**config.mk**
```make
export PLATFORM = sky130hd
export DESIGN_NAME = short_id_base64_codec_core
export DESIGN_NICKNAME = d
export VERILOG_FILES = /design/src/rtl/sid_pkg.sv /design/src/rtl/sid_front.sv /design/src/rtl/sid_fifo.sv /design/src/rtl/sid_back.sv /design/src/rtl/short_id_base64_codec_core.sv
export SDC_FILE = /design/constraint.sdc
export NUM_CORES = 1
export LEC_CHECK = 0
export BUFFER_PORTS_ARGS = -buffer_cell sky130_fd_sc_hd__buf_2
export CORE_ASPECT_RATIO = 1.25
export CORE_UTILIZATION = 55
export CTS_BUF_LIST = sky130_fd_sc_hd__clkbuf_4 sky130_fd_sc_hd__clkbuf_8 sky130_fd_sc_hd__clkbuf_16
export CTS_CLUSTER_SIZE = 14
export DETAILED_ROUTE_END_ITERATION = 12
export PLACE_DENSITY = 0.78
export RECOVER_POWER = 25
export REMOVE_ABC_BUFFERS = 1
export SLEW_MARGIN = 20
export SYNTH_ARGS = -nofsm -noshare
export SYNTH_HDL_FRONTEND = slang
export SYNTH_SLANG_ARGS = --single-unit
```
**constraint.sdc**
```tcl
create_clock -name clk -period 6.2 [get_ports clk]
set_clock_uncertainty 0.1 [all_clocks]
set_input_delay 0.31 -clock clk [delete_from_list [all_inputs] [get_ports clk]]
set_output_delay 0.31 -clock clk [all_outputs]
set_load 0.1 [all_outputs]
```
**src/rtl/sid_pkg.sv**
```systemverilog
package sid_pkg;

  localparam logic KIND_ENCODE = 1'b0;
  localparam logic KIND_DECODE = 1'b1;

  localparam int unsigned QDEPTH = 2;
  localparam logic [3:0] LAST_DIGIT = 4'd10;
  localparam int unsigned NUM_DIGITS = 11;

  // One queued job for the back end.
  typedef struct packed {
    logic        is_dec;
    logic        empty;
    logic        bad;
    logic [3:0]  first;
    logic [63:0] value;
  } sid_entry_t;

  // Digit k of an id, most significant first; digit 0 holds only 4 bits.
  function automatic logic [5:0] digit_of(input logic [63:0] v, input logic [3:0] k);
    logic [5:0] d;
    case (k)
      4'd0:    d = {2'b00, v[63:60]};
      4'd1:    d = v[59:54];
      4'd2:    d = v[53:48];
      4'd3:    d = v[47:42];
      4'd4:    d = v[41:36];
      4'd5:    d = v[35:30];
      4'd6:    d = v[29:24];
      4'd7:    d = v[23:18];
      4'd8:    d = v[17:12];
      4'd9:    d = v[11:6];
      4'd10:   d = v[5:0];
      default: d = 6'd0;
    endcase
    return d;
  endfunction

  // Alphabet: 0-9, a-z, A-Z, underscore, hyphen.
  function automatic logic [7:0] char_of(input logic [5:0] d);
    logic [7:0] c;
    logic [7:0] dw;
    dw = {2'b00, d};
    if (d < 6'd10) begin
      c = dw + 8'h30;
    end else if (d < 6'd36) begin
      c = dw - 8'd10 + 8'h61;
    end else if (d < 6'd62) begin
      c = dw - 8'd36 + 8'h41;
    end else if (d == 6'd62) begin
      c = 8'h5F;
    end else begin
      c = 8'h2D;
    end
    return c;
  endfunction

endpackage

```
**src/rtl/sid_front.sv**
```systemverilog
module sid_front (
  input  logic              clk,
  input  logic              rst,
  input  logic              in_valid,
  output logic              in_ready,
  input  logic              kind,
  input  logic [63:0]       id_value,
  input  logic [7:0]        char_in,
  input  logic              char_last,
  input  logic              q_full,
  output logic              push,
  output sid_pkg::sid_entry_t push_entry
);
  import sid_pkg::*;

  logic [63:0] acc;
  logic        err;
  logic [7:0]  dig8;
  logic [5:0]  dig;
  logic        dig_ok;
  logic [63:0] acc_sum;
  logic [3:0]  first;
  logic        accept;

  assign in_ready = !q_full;
  assign accept   = in_valid && in_ready;
  assign push     = accept && (kind == KIND_ENCODE || char_last);

  always_comb begin
    dig8   = 8'd0;
    dig_ok = 1'b0;
    if (char_in == 8'h2D) begin
      dig8   = 8'd63;
      dig_ok = 1'b1;
    end else if (char_in == 8'h5F) begin
      dig8   = 8'd62;
      dig_ok = 1'b1;
    end else if (char_in >= 8'h61) begin
      dig8   = char_in - 8'h61 + 8'd10;
      dig_ok = (char_in <= 8'h7A);
    end else if (char_in >= 8'h41) begin
      dig8   = char_in - 8'h41 + 8'd36;
      dig_ok = (char_in <= 8'h5A);
    end else begin
      dig8   = char_in - 8'h30;
      dig_ok = (char_in >= 8'h30) && (char_in <= 8'h39);
    end
  end

  assign dig     = dig8[5:0];
  assign acc_sum = {acc[57:0], 6'b0} + {58'b0, dig};

  // Lowest index of a nonzero digit; leading zeros are skipped.
  always_comb begin
    first = LAST_DIGIT;
    for (int k = NUM_DIGITS - 1; k >= 0; k--) begin
      if (digit_of(id_value, 4'(k)) != 6'd0) begin
        first = 4'(k);
      end
    end
  end

  always_comb begin
    push_entry.is_dec = (kind == KIND_DECODE);
    push_entry.first  = first;
    if (kind == KIND_DECODE) begin
      push_entry.empty = 1'b0;
      push_entry.bad   = err || !dig_ok;
      push_entry.value = acc_sum;
    end else begin
      push_entry.empty = (id_value == 64'd0);
      push_entry.bad   = 1'b0;
      push_entry.value = id_value;
    end
  end

  always_ff @(posedge clk) begin
    if (rst) begin
      acc <= 64'd0;
      err <= 1'b0;
    end else if (accept && kind == KIND_DECODE) begin
      if (char_last) begin
        acc <= 64'd0;
        err <= 1'b0;
      end else begin
        acc <= acc_sum;
        err <= err || !dig_ok;
      end
    end
  end

endmodule

```
**src/rtl/sid_fifo.sv**
```systemverilog
module sid_fifo (
  input  logic                clk,
  input  logic                rst,
  input  logic                push,
  input  sid_pkg::sid_entry_t push_data,
  output logic                full,
  input  logic                pop,
  output sid_pkg::sid_entry_t head,
  output logic                head_valid
);
  import sid_pkg::*;

  localparam int unsigned PW = (QDEPTH > 1) ? $clog2(QDEPTH) : 1;
  localparam int unsigned CW = $clog2(QDEPTH + 1);

  sid_entry_t    mem [QDEPTH];
  logic [PW-1:0] wr_ptr;
  logic [PW-1:0] rd_ptr;
  logic [CW-1:0] count;

  assign full       = (count == CW'(QDEPTH));
  assign head_valid = (count != '0);
  assign head       = mem[rd_ptr];

  always_ff @(posedge clk) begin
    if (push) begin
      mem[wr_ptr] <= push_data;
    end
  end

  always_ff @(posedge clk) begin
    if (rst) begin
      wr_ptr <= '0;
      rd_ptr <= '0;
      count  <= '0;
    end else begin
      if (push) begin
        wr_ptr <= (wr_ptr == PW'(QDEPTH - 1)) ? '0 : wr_ptr + 1'b1;
      end
      if (pop) begin
        rd_ptr <= (rd_ptr == PW'(QDEPTH - 1)) ? '0 : rd_ptr + 1'b1;
      end
      if (push && !pop) begin
        count <= count + 1'b1;
      end else if (pop && !push) begin
        count <= count - 1'b1;
      end
    end
  end

  a_no_overflow: assert property (@(posedge clk) disable iff (rst) !(push && full))
    else $error("queue pushed while full");
  a_no_underflow: assert property (@(posedge clk) disable iff (rst) pop |-> head_valid)
    else $error("queue popped while empty");
  a_count_bound: assert property (@(posedge clk) disable iff (rst) count <= CW'(QDEPTH))
    else $error("queue count out of range");

endmodule

```
**src/rtl/sid_back.sv**
```systemverilog
module sid_back (
  input  logic                clk,
  input  logic                rst,
  input  sid_pkg::sid_entry_t head,
  input  logic                head_valid,
  output logic                pop,
  output logic                out_valid,
  input  logic                out_ready,
  output logic [7:0]          char_out,
  output logic                last_char,
  output logic                empty_id,
  output logic [63:0]         decoded_id,
  output logic                decoded_valid,
  output logic                bad_char
);
  import sid_pkg::*;

  logic [3:0] pos;
  logic       pos_active;
  logic       load;
  logic [3:0] d_idx;
  logic       enc_last;

  assign load     = !out_valid || out_ready;
  assign d_idx    = pos_active ? pos : head.first;
  assign enc_last = (d_idx == LAST_DIGIT);
  assign pop      = head_valid && load && (head.is_dec || head.empty || enc_last);

  always_ff @(posedge clk) begin
    if (rst) begin
      out_valid  <= 1'b0;
      pos_active <= 1'b0;
      pos        <= 4'd0;
    end else if (head_valid && load) begin
      out_valid <= 1'b1;
      if (head.is_dec) begin
        char_out      <= 8'd0;
        last_char     <= 1'b1;
        empty_id      <= 1'b0;
        decoded_id    <= head.value;
        decoded_valid <= 1'b1;
        bad_char      <= head.bad;
      end else if (head.empty) begin
        char_out      <= 8'd0;
        last_char     <= 1'b1;
        empty_id      <= 1'b1;
        decoded_id    <= 64'd0;
        decoded_valid <= 1'b0;
        bad_char      <= 1'b0;
      end else begin
        char_out      <= char_of(digit_of(head.value, d_idx));
        last_char     <= enc_last;
        empty_id      <= 1'b0;
        decoded_id    <= 64'd0;
        decoded_valid <= 1'b0;
        bad_char      <= 1'b0;
        // advance through the digits, drop the job after the last one
        if (enc_last) begin
          pos_active <= 1'b0;
        end else begin
          pos        <= d_idx + 1'b1;
          pos_active <= 1'b1;
        end
      end
    end else if (out_ready) begin
      out_valid <= 1'b0;
    end
  end

  a_pos_range: assert property (@(posedge clk) disable iff (rst)
    pos_active |-> (pos <= LAST_DIGIT && pos != 4'd0))
    else $error("digit position out of range");
  a_pop_needs_slot: assert property (@(posedge clk) disable iff (rst) pop |-> load)
    else $error("job retired while output slot busy");
  a_mid_id: assert property (@(posedge clk) disable iff (rst)
    (out_valid && !last_char) |-> (pos_active && head_valid && !head.is_dec))
    else $error("partial id emitted without an active encode job");
  a_last_retires: assert property (@(posedge clk) disable iff (rst)
    (head_valid && load && !head.is_dec && !head.empty && enc_last) |=> !pos_active)
    else $error("encode job not retired on its last digit");

endmodule

```
**src/rtl/short_id_base64_codec_core.sv**
```systemverilog
// Short id codec: 64-bit id <-> base-64 text id (0-9, a-z, A-Z, '_', '-').
// Input channel (in_valid/in_ready): kind 0 encodes id_value, kind 1 feeds
// one text character char_in, char_last marking the end of a text id.
// Output channel (out_valid/out_ready): one transaction per encoded
// character, most significant first, last_char on the final one; id zero
// gives a single transaction with empty_id set. A text id gives one
// transaction on its last character carrying decoded_id, decoded_valid and
// bad_char; earlier characters give none.
// Throughput: the front end takes one input transaction per cycle while
// the two-entry job queue has room. The back end retires a decode or zero
// id with one output transaction and an encode with one per emitted
// character (1 to 11), so encodes set the sustained rate.
// An accepted job is written into the job queue, then into the output register.
// Reset clears the decode accumulator, the queue and the output valid flag.
// When the receiver stalls the output register holds, the back end waits,
// and the front end keeps accepting until the queue fills.
module short_id_base64_codec_core (
  input  logic        clk,
  input  logic        rst,
  input  logic        in_valid,
  output logic        in_ready,
  input  logic        kind,
  input  logic [63:0] id_value,
  input  logic [7:0]  char_in,
  input  logic        char_last,
  output logic        out_valid,
  input  logic        out_ready,
  output logic [7:0]  char_out,
  output logic        last_char,
  output logic        empty_id,
  output logic [63:0] decoded_id,
  output logic        decoded_valid,
  output logic        bad_char
);
  import sid_pkg::*;

  logic       push;
  sid_entry_t push_entry;
  logic       q_full;
  logic       pop;
  sid_entry_t head;
  logic       head_valid;

  sid_front u_front (
    .clk        (clk),
    .rst        (rst),
    .in_valid   (in_valid),
    .in_ready   (in_ready),
    .kind       (kind),
    .id_value   (id_value),
    .char_in    (char_in),
    .char_last  (char_last),
    .q_full     (q_full),
    .push       (push),
    .push_entry (push_entry)
  );

  sid_fifo u_fifo (
    .clk        (clk),
    .rst        (rst),
    .push       (push),
    .push_data  (push_entry),
    .full       (q_full),
    .pop        (pop),
    .head       (head),
    .head_valid (head_valid)
  );

  sid_back u_back (
    .clk           (clk),
    .rst           (rst),
    .head          (head),
    .head_valid    (head_valid),
    .pop           (pop),
    .out_valid     (out_valid),
    .out_ready     (out_ready),
    .char_out      (char_out),
    .last_char     (last_char),
    .empty_id      (empty_id),
    .decoded_id    (decoded_id),
    .decoded_valid (decoded_valid),
    .bad_char      (bad_char)
  );

endmodule

```
## Word level (Yosys, flattened, before mapping)

Memories as Yosys holds them, arrays and structs flattened. A register that Yosys moved wholly into a read port is not among the register bits.
Index checks and enable logic that the tools add are counted.

- Flip-flop bits (word level): 145
- Bits in writable memories: 142
- Input port bits: 78
- Output and inout bits: 78
- Memories: 1

- $add $sub $neg: 16
- Order comparisons: 9
- Equality and inequality tests: 14
- Mux-type cells: 45
- Bitwise logic cells: 5
- Reductions and logical operators: 37

Memories:

| memory | words | width | rd ports | clocked after memory_dff | wr ports | RTL line | text |
|---|---|---|---|---|---|---|---|
| u_fifo.mem | 2 | 71 | 1 | 1 | 1 | sid_fifo.sv:16 | `sid_entry_t mem [QDEPTH];` |

Operators with widths:

| operator | number |
|---|---|
| $pmux W6 S11 | 1 |
| $add A64 B6 Y64 | 1 |
| $logic_not A64 Y1 | 1 |
| $mux W64 | 1 |
| $reduce_bool A6 Y1 | 10 |
| $mux W58 | 1 |
| $mux W6 | 8 |
| $mux W4 | 9 |
| $mux W8 | 3 |
| $add A8 B7 Y8 const B | 2 |
| $eq A4 B3 Y1 const B | 4 |
| $ge A8 B7 Y1 const B | 2 |
| $le A8 B7 Y1 const B | 2 |
| $mux W1 | 16 |
| $eq A4 B4 Y1 const B | 3 |
| $lt A6 B6 Y1 const B | 2 |
| $sub A6 B6 Y6 const B | 2 |
| $mux W2 | 5 |
| $eq A4 B2 Y1 const B | 2 |
| $eq A8 B6 Y1 const B | 1 |
| $eq A8 B7 Y1 const B | 1 |
| $ge A8 B6 Y1 const B | 1 |
| $le A8 B6 Y1 const B | 1 |
| $logic_and A1 B1 Y1 | 8 |
| other kinds (24) | 39 |

## Longest topological paths before layout

Gate-level depths: netlist of run 1.

- Depth after elaboration: 12
- Mapped depth: 23

## Hierarchy

A second synthesis of run 1 with hierarchy kept.

- Cells, all modules: 1030
- Area total of the unflattened synthesis: 13349.1 sq um

Modules (own cells, without submodules):

| module | instances | cells each | area each (sq um) |
|---|---|---|---|
| sid_fifo | 1 | 243 | 5357.6 |
| sid_back | 1 | 368 | 4380.5 |
| sid_front | 1 | 419 | 3611.0 |

## Worst setup path before layout of run 1

Ideal clock, no wire load.

- Kind: flip-flop to flip-flop
- Start: register u_fifo.count[0]
- End: memory u_fifo.mem[0][0] in the netlist's numbering, enable pin
- Setup time: 0.501 ns
- Arrival: 4.562 ns
- Slack: 1.038 ns
- Cell stages (with the launch flop): 4
- Period minus slack after synthesis: 5.162 ns
- Cell sequence: dfxtp_1 -> nand2b_1 -> nand3_1 -> nor2_1

- Longest elaborated chain between the ends: 6

RTL lines:

| what | RTL line | text |
|---|---|---|
| start, declared | sid_fifo.sv:19 | `logic [CW-1:0] count;` |
| start signal, assigned | sid_fifo.sv:44 | `count <= count + 1'b1;` |
| start signal, assigned | sid_fifo.sv:46 | `count <= count - 1'b1;` |
| $eq A2 B2 Y1 | sid_fifo.sv:21 | `assign full = (count == CW'(QDEPTH));` |
| $logic_not A1 Y1 | sid_front.sv:25 | `assign in_ready = !q_full;` |
| named net in_ready | short_id_base64_codec_core.sv:21 | `output logic in_ready,` |
| $logic_and A1 B1 Y1 | sid_front.sv:26 | `assign accept = in_valid && in_ready;` |
| $logic_and A1 B1 Y1 | sid_front.sv:27 | `assign push = accept && (kind == KIND_ENCODE \|\| char_last);` |
| $mux W1 | sid_fifo.sv:26 | `if (push) begin` |
| $mux W1 (not written as such) | sid_fifo.sv:27 | `mem[wr_ptr] <= push_data;` |
| end, declared | sid_fifo.sv:16 |  |

The timed path passes the listed nets, and every way through them passes these cells.

==> results of run 1 <==
==> power breakdown <==
group          switching, W  internal, W  leakage, nW  total [W]
clock              0.000700      0.00107        0.484    0.00177
sequential         0.000144      0.00244         2.62    0.00259
combinational       0.00234     0.000947         2.43    0.00329
total               0.00319      0.00446         5.54    0.00764
==> path summary, 6_finish.rpt <==
path,startpoint,to,cells past startpoint
setup reg to reg,flop,u_back.char_out[5],17
hold reg to reg,u_back.out_valid,u_back.out_valid,2
setup / recovery,flop,u_back.char_out[5],17
hold / removal,id_value[24],u_fifo.mem[1][24],2
==> worst max-delay path, delay by kind of cell, from the launching register on <==
kind	cells	cell delay, ns
XOR/XNOR	2	0.46
buffers and inverters	2	0.40
adder cells (fa/ha/maj)	2	0.62
AND/OR/NAND/NOR	4	0.29
multiplexers	1	0.25
flip-flops	1	0.82
AO/OA/AOI/OAI	6	1.68
==> per-stage QoR <==
step / hold slack (ns) / setup WS, ns / utilization [%]
final: 0.00555 / 1.36 / 64.3
after global routing: 0.0140 / 1.03 / 64.3
after CTS: 0.000791 / 1.43 / 64.5
after detailed placement: 0.380 / 1.47 / 60.1
after global placement: 0.373 / 1.65 / 60.1
after floorplan: 0.279 / -0.194 / -
==> registers in the layout (all words and copies together) (netlist names), 2 cells and up, named ones only <==
| name | cells |
|---|---|
| u_fifo.mem | 142 |
| u_back.decoded_id | 64 |
| u_front.acc | 58 |
| u_back.char_out | 8 |
| u_back.pos | 4 |
| u_fifo.count | 2 |
==> area by class of cell <==
class | count | area (um2)
clock buffer | 44 | 922
tap | 292 | 365
inverter | 25 | 93.8
sequential | 288 | 7950
multi-input combinational | 658 | 4940
clock inverter | 8 | 76.3
timing repair buffer | 170 | 858
fill | 1789 | 8440
==> cell usage after synthesis, types with 4 or more instances <==
| cell | n |
|---|---|
| a21oi_1 | 30 |
| a222oi_1 | 7 |
| a22oi_1 | 68 |
| and2_1 | 8 |
| and3_1 | 4 |
| buf_2 | 7 |
| buf_6 | 4 |
| clkbuf_1 | 40 |
| dfxtp_1 | 70 |
| edfxtp_1 | 218 |
| ha_1 | 28 |
| inv_1 | 25 |
| mux2_1 | 4 |
| mux2_2 | 105 |
| mux2i_1 | 35 |
| nand2_1 | 43 |
| nand2b_1 | 8 |
| nand3_1 | 13 |
| nor2_1 | 111 |
| nor2b_1 | 46 |
| nor3_1 | 11 |
| nor4_1 | 7 |
| o211ai_1 | 7 |
| o21ai_0 | 26 |
| o22ai_1 | 4 |
| o31ai_1 | 4 |
| or4_1 | 6 |
| xnor2_1 | 14 |
| xor2_1 | 6 |
==> kinds of logic after synthesis <==
family / Yosys count / synth area share [%]
compound gates: 189 / 10.5
xor+xnor: 20 / 1.33
fa+ha+maj: 28 / 2.65
buf+inv: 81 / 2.74
flops: 288 / 60.2
mux: 148 / 12.5
simple gates: 273 / 10.1
==> per-layer routing <==
| layer | GRT usage [%] | share of wire, % |
|---|---|---|
| met5 | 0 | 0 |
| met4 | 8.47 | 3.0 |
| met3 | 2.82 | 6.8 |
| met2 | 47.3 | 51 |
| met1 | 35.1 | 39 |
==> results.yml, run 1 <==
run_status:
  status: "finished with violations"
  violations: "max-capacitance violations, max-slew violations"
detailed_routing:
  antenna_left: 0
  vias_per_cell: 6.08
  dr.pass1.iters: 8
  drtIter0Drc: 835
  route.final.wire_length_um: 32600
  vias: 9033
  wl_per_cell_um: 21.9
  drc: 0
yosys:
  ys_seq_elements: 288
  synth_cells: 1027
  synth_async_sr_flop_share_pct: 0
  post_synth.cell_area_avg_um2: 12.9
  synth_cell_types: 71
  yosysWarningCount: 0
  synth_top_area_share_pct: 49.6
  netlist_area_mm2: 0.0132
  synth-seq-area-share_pct: 60.2
  synth_edf_count: 218
  synth_top_area_cell: "edfxtp_1"
  synth_flop_cell: "edfxtp_1"
  netlist_top_cells_area: "edfxtp_1 (50%), dfxtp_1 (11%), mux2_2 (9.0%), a22oi_1 (3.9%), nor2_1 (3.2%)"
power_and_ir_drop:
  finalPower_w: 0.00764
  p_leak_nw: 5.54
  irDropWorstVdd_mv: 0.270
  pwr_density_cell_mw_per_mm2: 502
placement:
  port_buffers: 155
  place.gp.congestion: 0.913
  dp_cells: 1430
  hpwl_um: 22500
  place_area_mm2: 0.0142
setup_path:
  cp.required_ns: 6.44
  arrival_ns: 5.08
  crit_path_cell_trace: "mux2i_1, nor2_1, a21oi_1, inv_1, ha_1, a222oi_1, nand2_1, a22oi_1, o21ai_1, inv_1, ha_1, nor2_1, a31oi_1, xor2_1, nor4_2, xnor2_1, o31ai_1"
  rrSetupSlack_ns: 1.36
  cpMaxStageDelayCell: "dfxtp_4"
  crit_type: "reg -> reg"
  cp-start-kind: "flop"
  cp_slowest_stage_delay_ns: 0.82
  endpoint_kind: "flop"
  worstPathMaxFanout: 47
clock_network:
  cts_tree: "yes"
  htreeDepth: 1
  clockBufferDepth: 3
  cts_inserted_buffers: 28
  cts-root-buf: "clkbuf_16"
  hold_buffers: 3
  post_cts_resized: 0
  cts.clk_slew.worst_paths_ns: 0.06
  clk_latency_ns: 0.54
  cts_sinks: 288
  postCtsSetupBuffers: 0
floorplanning:
  core_mm2: 0.0236
  initial_core_util_pct: 55.8
  die_h_um: 175
  rows: 63
  pin_count: 156
  die_x_um: 141
  dieArea_mm2: 0.0246
grt:
  grt_max_degree: 73
  overflow: 0
  antenna_found_initial: 0
  grt_use_total_pct: 26.9
  grt_pass1_vias: 8906
  grt_pass1_wl_um: 50400
layout:
  layout-drive-gt1-share_pct: 23.5
  n_antenna_cell: 0
  final_cell_mix: "edfxtp_1 (218), buf_2 (128), nor2_1 (107)"
  area_delta_synth_final_pct: 15.2
  post-route-cell-area_mm2: 0.0152
  nets: 1277
  final_common_cell: "edfxtp_1"
  final_cells: 1485
hold_path:
  min_path_type: "in -> reg"
timing:
  tns_ns: 0
  hold_violations: 0
  post-route-min-period_ns: 4.84
  setup_violations: 0
  fmax_mhz: 207
  maxSlewHeadroom_pct: -177
  period_share_pct: 78.0
  slew_viol_final: 73
  worst_slew_pin_slew_ns: 4.15
  rsz0062_at_grt: "no"
run:
  maxCapViolCount: 1
(Power assumes the default switching activity.)
==> inputs of run 2 (changes only) <==
clock period = 4.88 ns   (was 6.2 ns; I/O delays follow)
==> run 2 against run 1 <==
Compared with the run above: the flow still finishes with violations (max-capacitance violations, max-slew violations); worst hold slack gained 0.022 ns; total power rose by 27%; sequential power rose by 25%; fmax increased by 6.8%; clock-buffer cell count shrank 2; wire length rose by 6.2%; core utilization grew 2.0 points; highest routed layer unchanged; critical path depth decreased by 2; via count grew 4.2%.
==> results.yml, run 2 (synthesis results as in run 1) <==
hold_path:
  whs_path_depth: 2
  hp-start: "id_value[36]"
  worstHoldEndpoint: "u_fifo.mem[1][36]"
  min_path_type: "in -> reg"
detailed_routing:
  wl_per_cell_um: 22.5
  route.final.wire_length_um: 34600
  drtIter0Drc: 927
  drc: 0
  antenna_left: 0
  vias_per_cell: 6.11
  vias: 9416
  dr.pass1.iters: 8
layout:
  final_cell_mix: "edfxtp_1 (218), nor2_1 (107), mux2_2 (86)"
  nets: 1335
  final_common_cell: "edfxtp_1"
  layout-drive-gt1-share_pct: 20.4
  reg_top3: "u_fifo.mem: 142 flops, u_back.decoded_id: 64 flops, u_front.acc: 58 flops"
  post-route-cell-area_mm2: 0.0157
  top_register: "u_fifo.mem"
  final_cells: 1542
  largest_reg_flops: 142
  n_antenna_cell: 0
  area_delta_synth_final_pct: 18.8
floorplanning:
  rows: 63
  initial_core_util_pct: 55.8
  die_x_um: 141
  dieArea_mm2: 0.0246
  pin_count: 156
  die_h_um: 175
  core_mm2: 0.0236
setup_path:
  cpMaxStageDelayCell: "ha_1"
  worstPathMaxFanout: 22
  reg2reg_depth: 15
  cp.required_ns: 5.16
  cp-start-kind: "flop"
  crit_path_cell_trace: "mux2i_1, nor2_1, a21oi_1, ha_1, a22oi_1, a21oi_1, a22oi_1, o21ai_1, inv_1, ha_1, a211o_1, o31ai_4, nand2_2, a211o_1, o22ai_1"
  cp_slowest_stage_delay_ns: 0.57
  crit_type: "reg -> reg"
  arrival_ns: 4.80
  timing.rr.end: "u_back.char_out[6]"
  rrSetupSlack_ns: 0.35
  endpoint_kind: "flop"
grt:
  overflow: 0
  antenna_found_initial: 0
  grt_pass1_vias: 9082
  grt_pass1_wl_um: 52200
  grt_max_degree: 71
  grt_use_total_pct: 28.1
clock_network:
  clockBufferDepth: 3
  cts_tree: "yes"
  cts.clk_slew.worst_paths_ns: 0.07
  cts_inserted_buffers: 27
  post_cts_resized: 0
  clk_latency_ns: 0.54
  cts-root-buf: "clkbuf_16"
  postCtsSetupBuffers: 0
  htreeDepth: 1
  cts_sinks: 288
timing:
  fmax_mhz: 221
  period_share_pct: 92.8
  setup_violations: 0
  maxSlewHeadroom_pct: -130
  slew_viol_final: 147
  hold_violations: 0
  setup_ws_ns: 0.352
  worst_slew_pin_slew_ns: 3.44
  post-route-min-period_ns: 4.53
  rsz0062_at_grt: "no"
run_status:
  status: "finished with violations"
  violations: "max-capacitance violations, max-slew violations"
placement:
  post-place-ws_ns: 0.463
  port_buffers: 155
  dp_cells: 1433
  place.gp.congestion: 0.883
  place_area_mm2: 0.0143
  hpwl_um: 23100
power_and_ir_drop:
  p_leak_nw: 5.61
  pwr_density_cell_mw_per_mm2: 619
  irDropWorstVdd_mv: 0.363
run:
  maxCapViolCount: 3
## run 2: cell types whose count changed in the layout (fill, tap and decap cells not counted), moves of 2 or more
cell,change
clkinv_2,+2
dlygate4sd3_1,+55
buf_12,+2
clkbuf_16,-3
mux2_2,+23
mux2_1,-23
clkbuf_1,+51
clkinvlp_4,-2
buf_2,-50
## run 2: repair_timing
item                                    in CTS  in global routing
hold buffers                                58                  0
hold endpoints to repair                   114                  0
endpoints found under the setup margin       0                  0
## run 2: critical path: cells and delay by family (launching register included)
kind            cells  cell delay [ns]
simple gates        2             0.17
flops               1             0.55
buf+inv             1             0.25
compound gates      9             2.20
mux                 1             0.23
fa+ha+maj           2             0.84
## run 2: stage by stage
| stage | hold slack [ns] | util, % | total power (W) | TNS, ns |
|---|---|---|---|---|
| after CTS | 0.00729 | 66.7 | 0.00972 | 0 |
| after floorplan | 0.213 | - | 0.00657 | -98.38 |
| after global routing | 0.0195 | 66.3 | 0.0101 | 0 |
| final | 0.0275 | 66.3 | 0.00970 | 0 |
| after global placement | 0.366 | 60.3 | 0.00757 | 0 |
| after detailed placement | 0.376 | 60.3 | 0.00755 | 0 |
## run 2: power by group
part | switching (W) | total [W] | internal [W]
logic | 0.00308 | 0.00430 | 0.00122
registers | 0.000149 | 0.00325 | 0.00310
clock network | 0.000886 | 0.00215 | 0.00126
total | 0.00411 | 0.00970 | 0.00559
## run 2: layer usage
layer	GRT usage, %	share of wire [%]
met5	0	0
met1	36.9	41
met3	2.80	5.5
met2	48.1	50
met4	11.1	4.0
## run 2: area by class of cell
class | instances | area (um2)
Tap cell | 292 | 365
Sequential cell | 288 | 7950
Clock inverter | 8 | 76.3
Inverter | 25 | 93.8
Clock buffer | 42 | 855
Timing Repair Buffer | 229 | 1400
Fill cell | 1743 | 7970
Multi-Input combinational cell | 658 | 4940
## run 2: worst max-delay path by stage
stage                               endpoint  slack [ns]
after CTS                 u_back.char_out[5]        0.44
after floorplan                u_back.pos[1]       -1.51
final                     u_back.char_out[6]        0.35
after global routing      u_back.char_out[5]        0.02
after global placement    u_back.char_out[4]        0.55
after detailed placement  u_back.char_out[5]        0.46
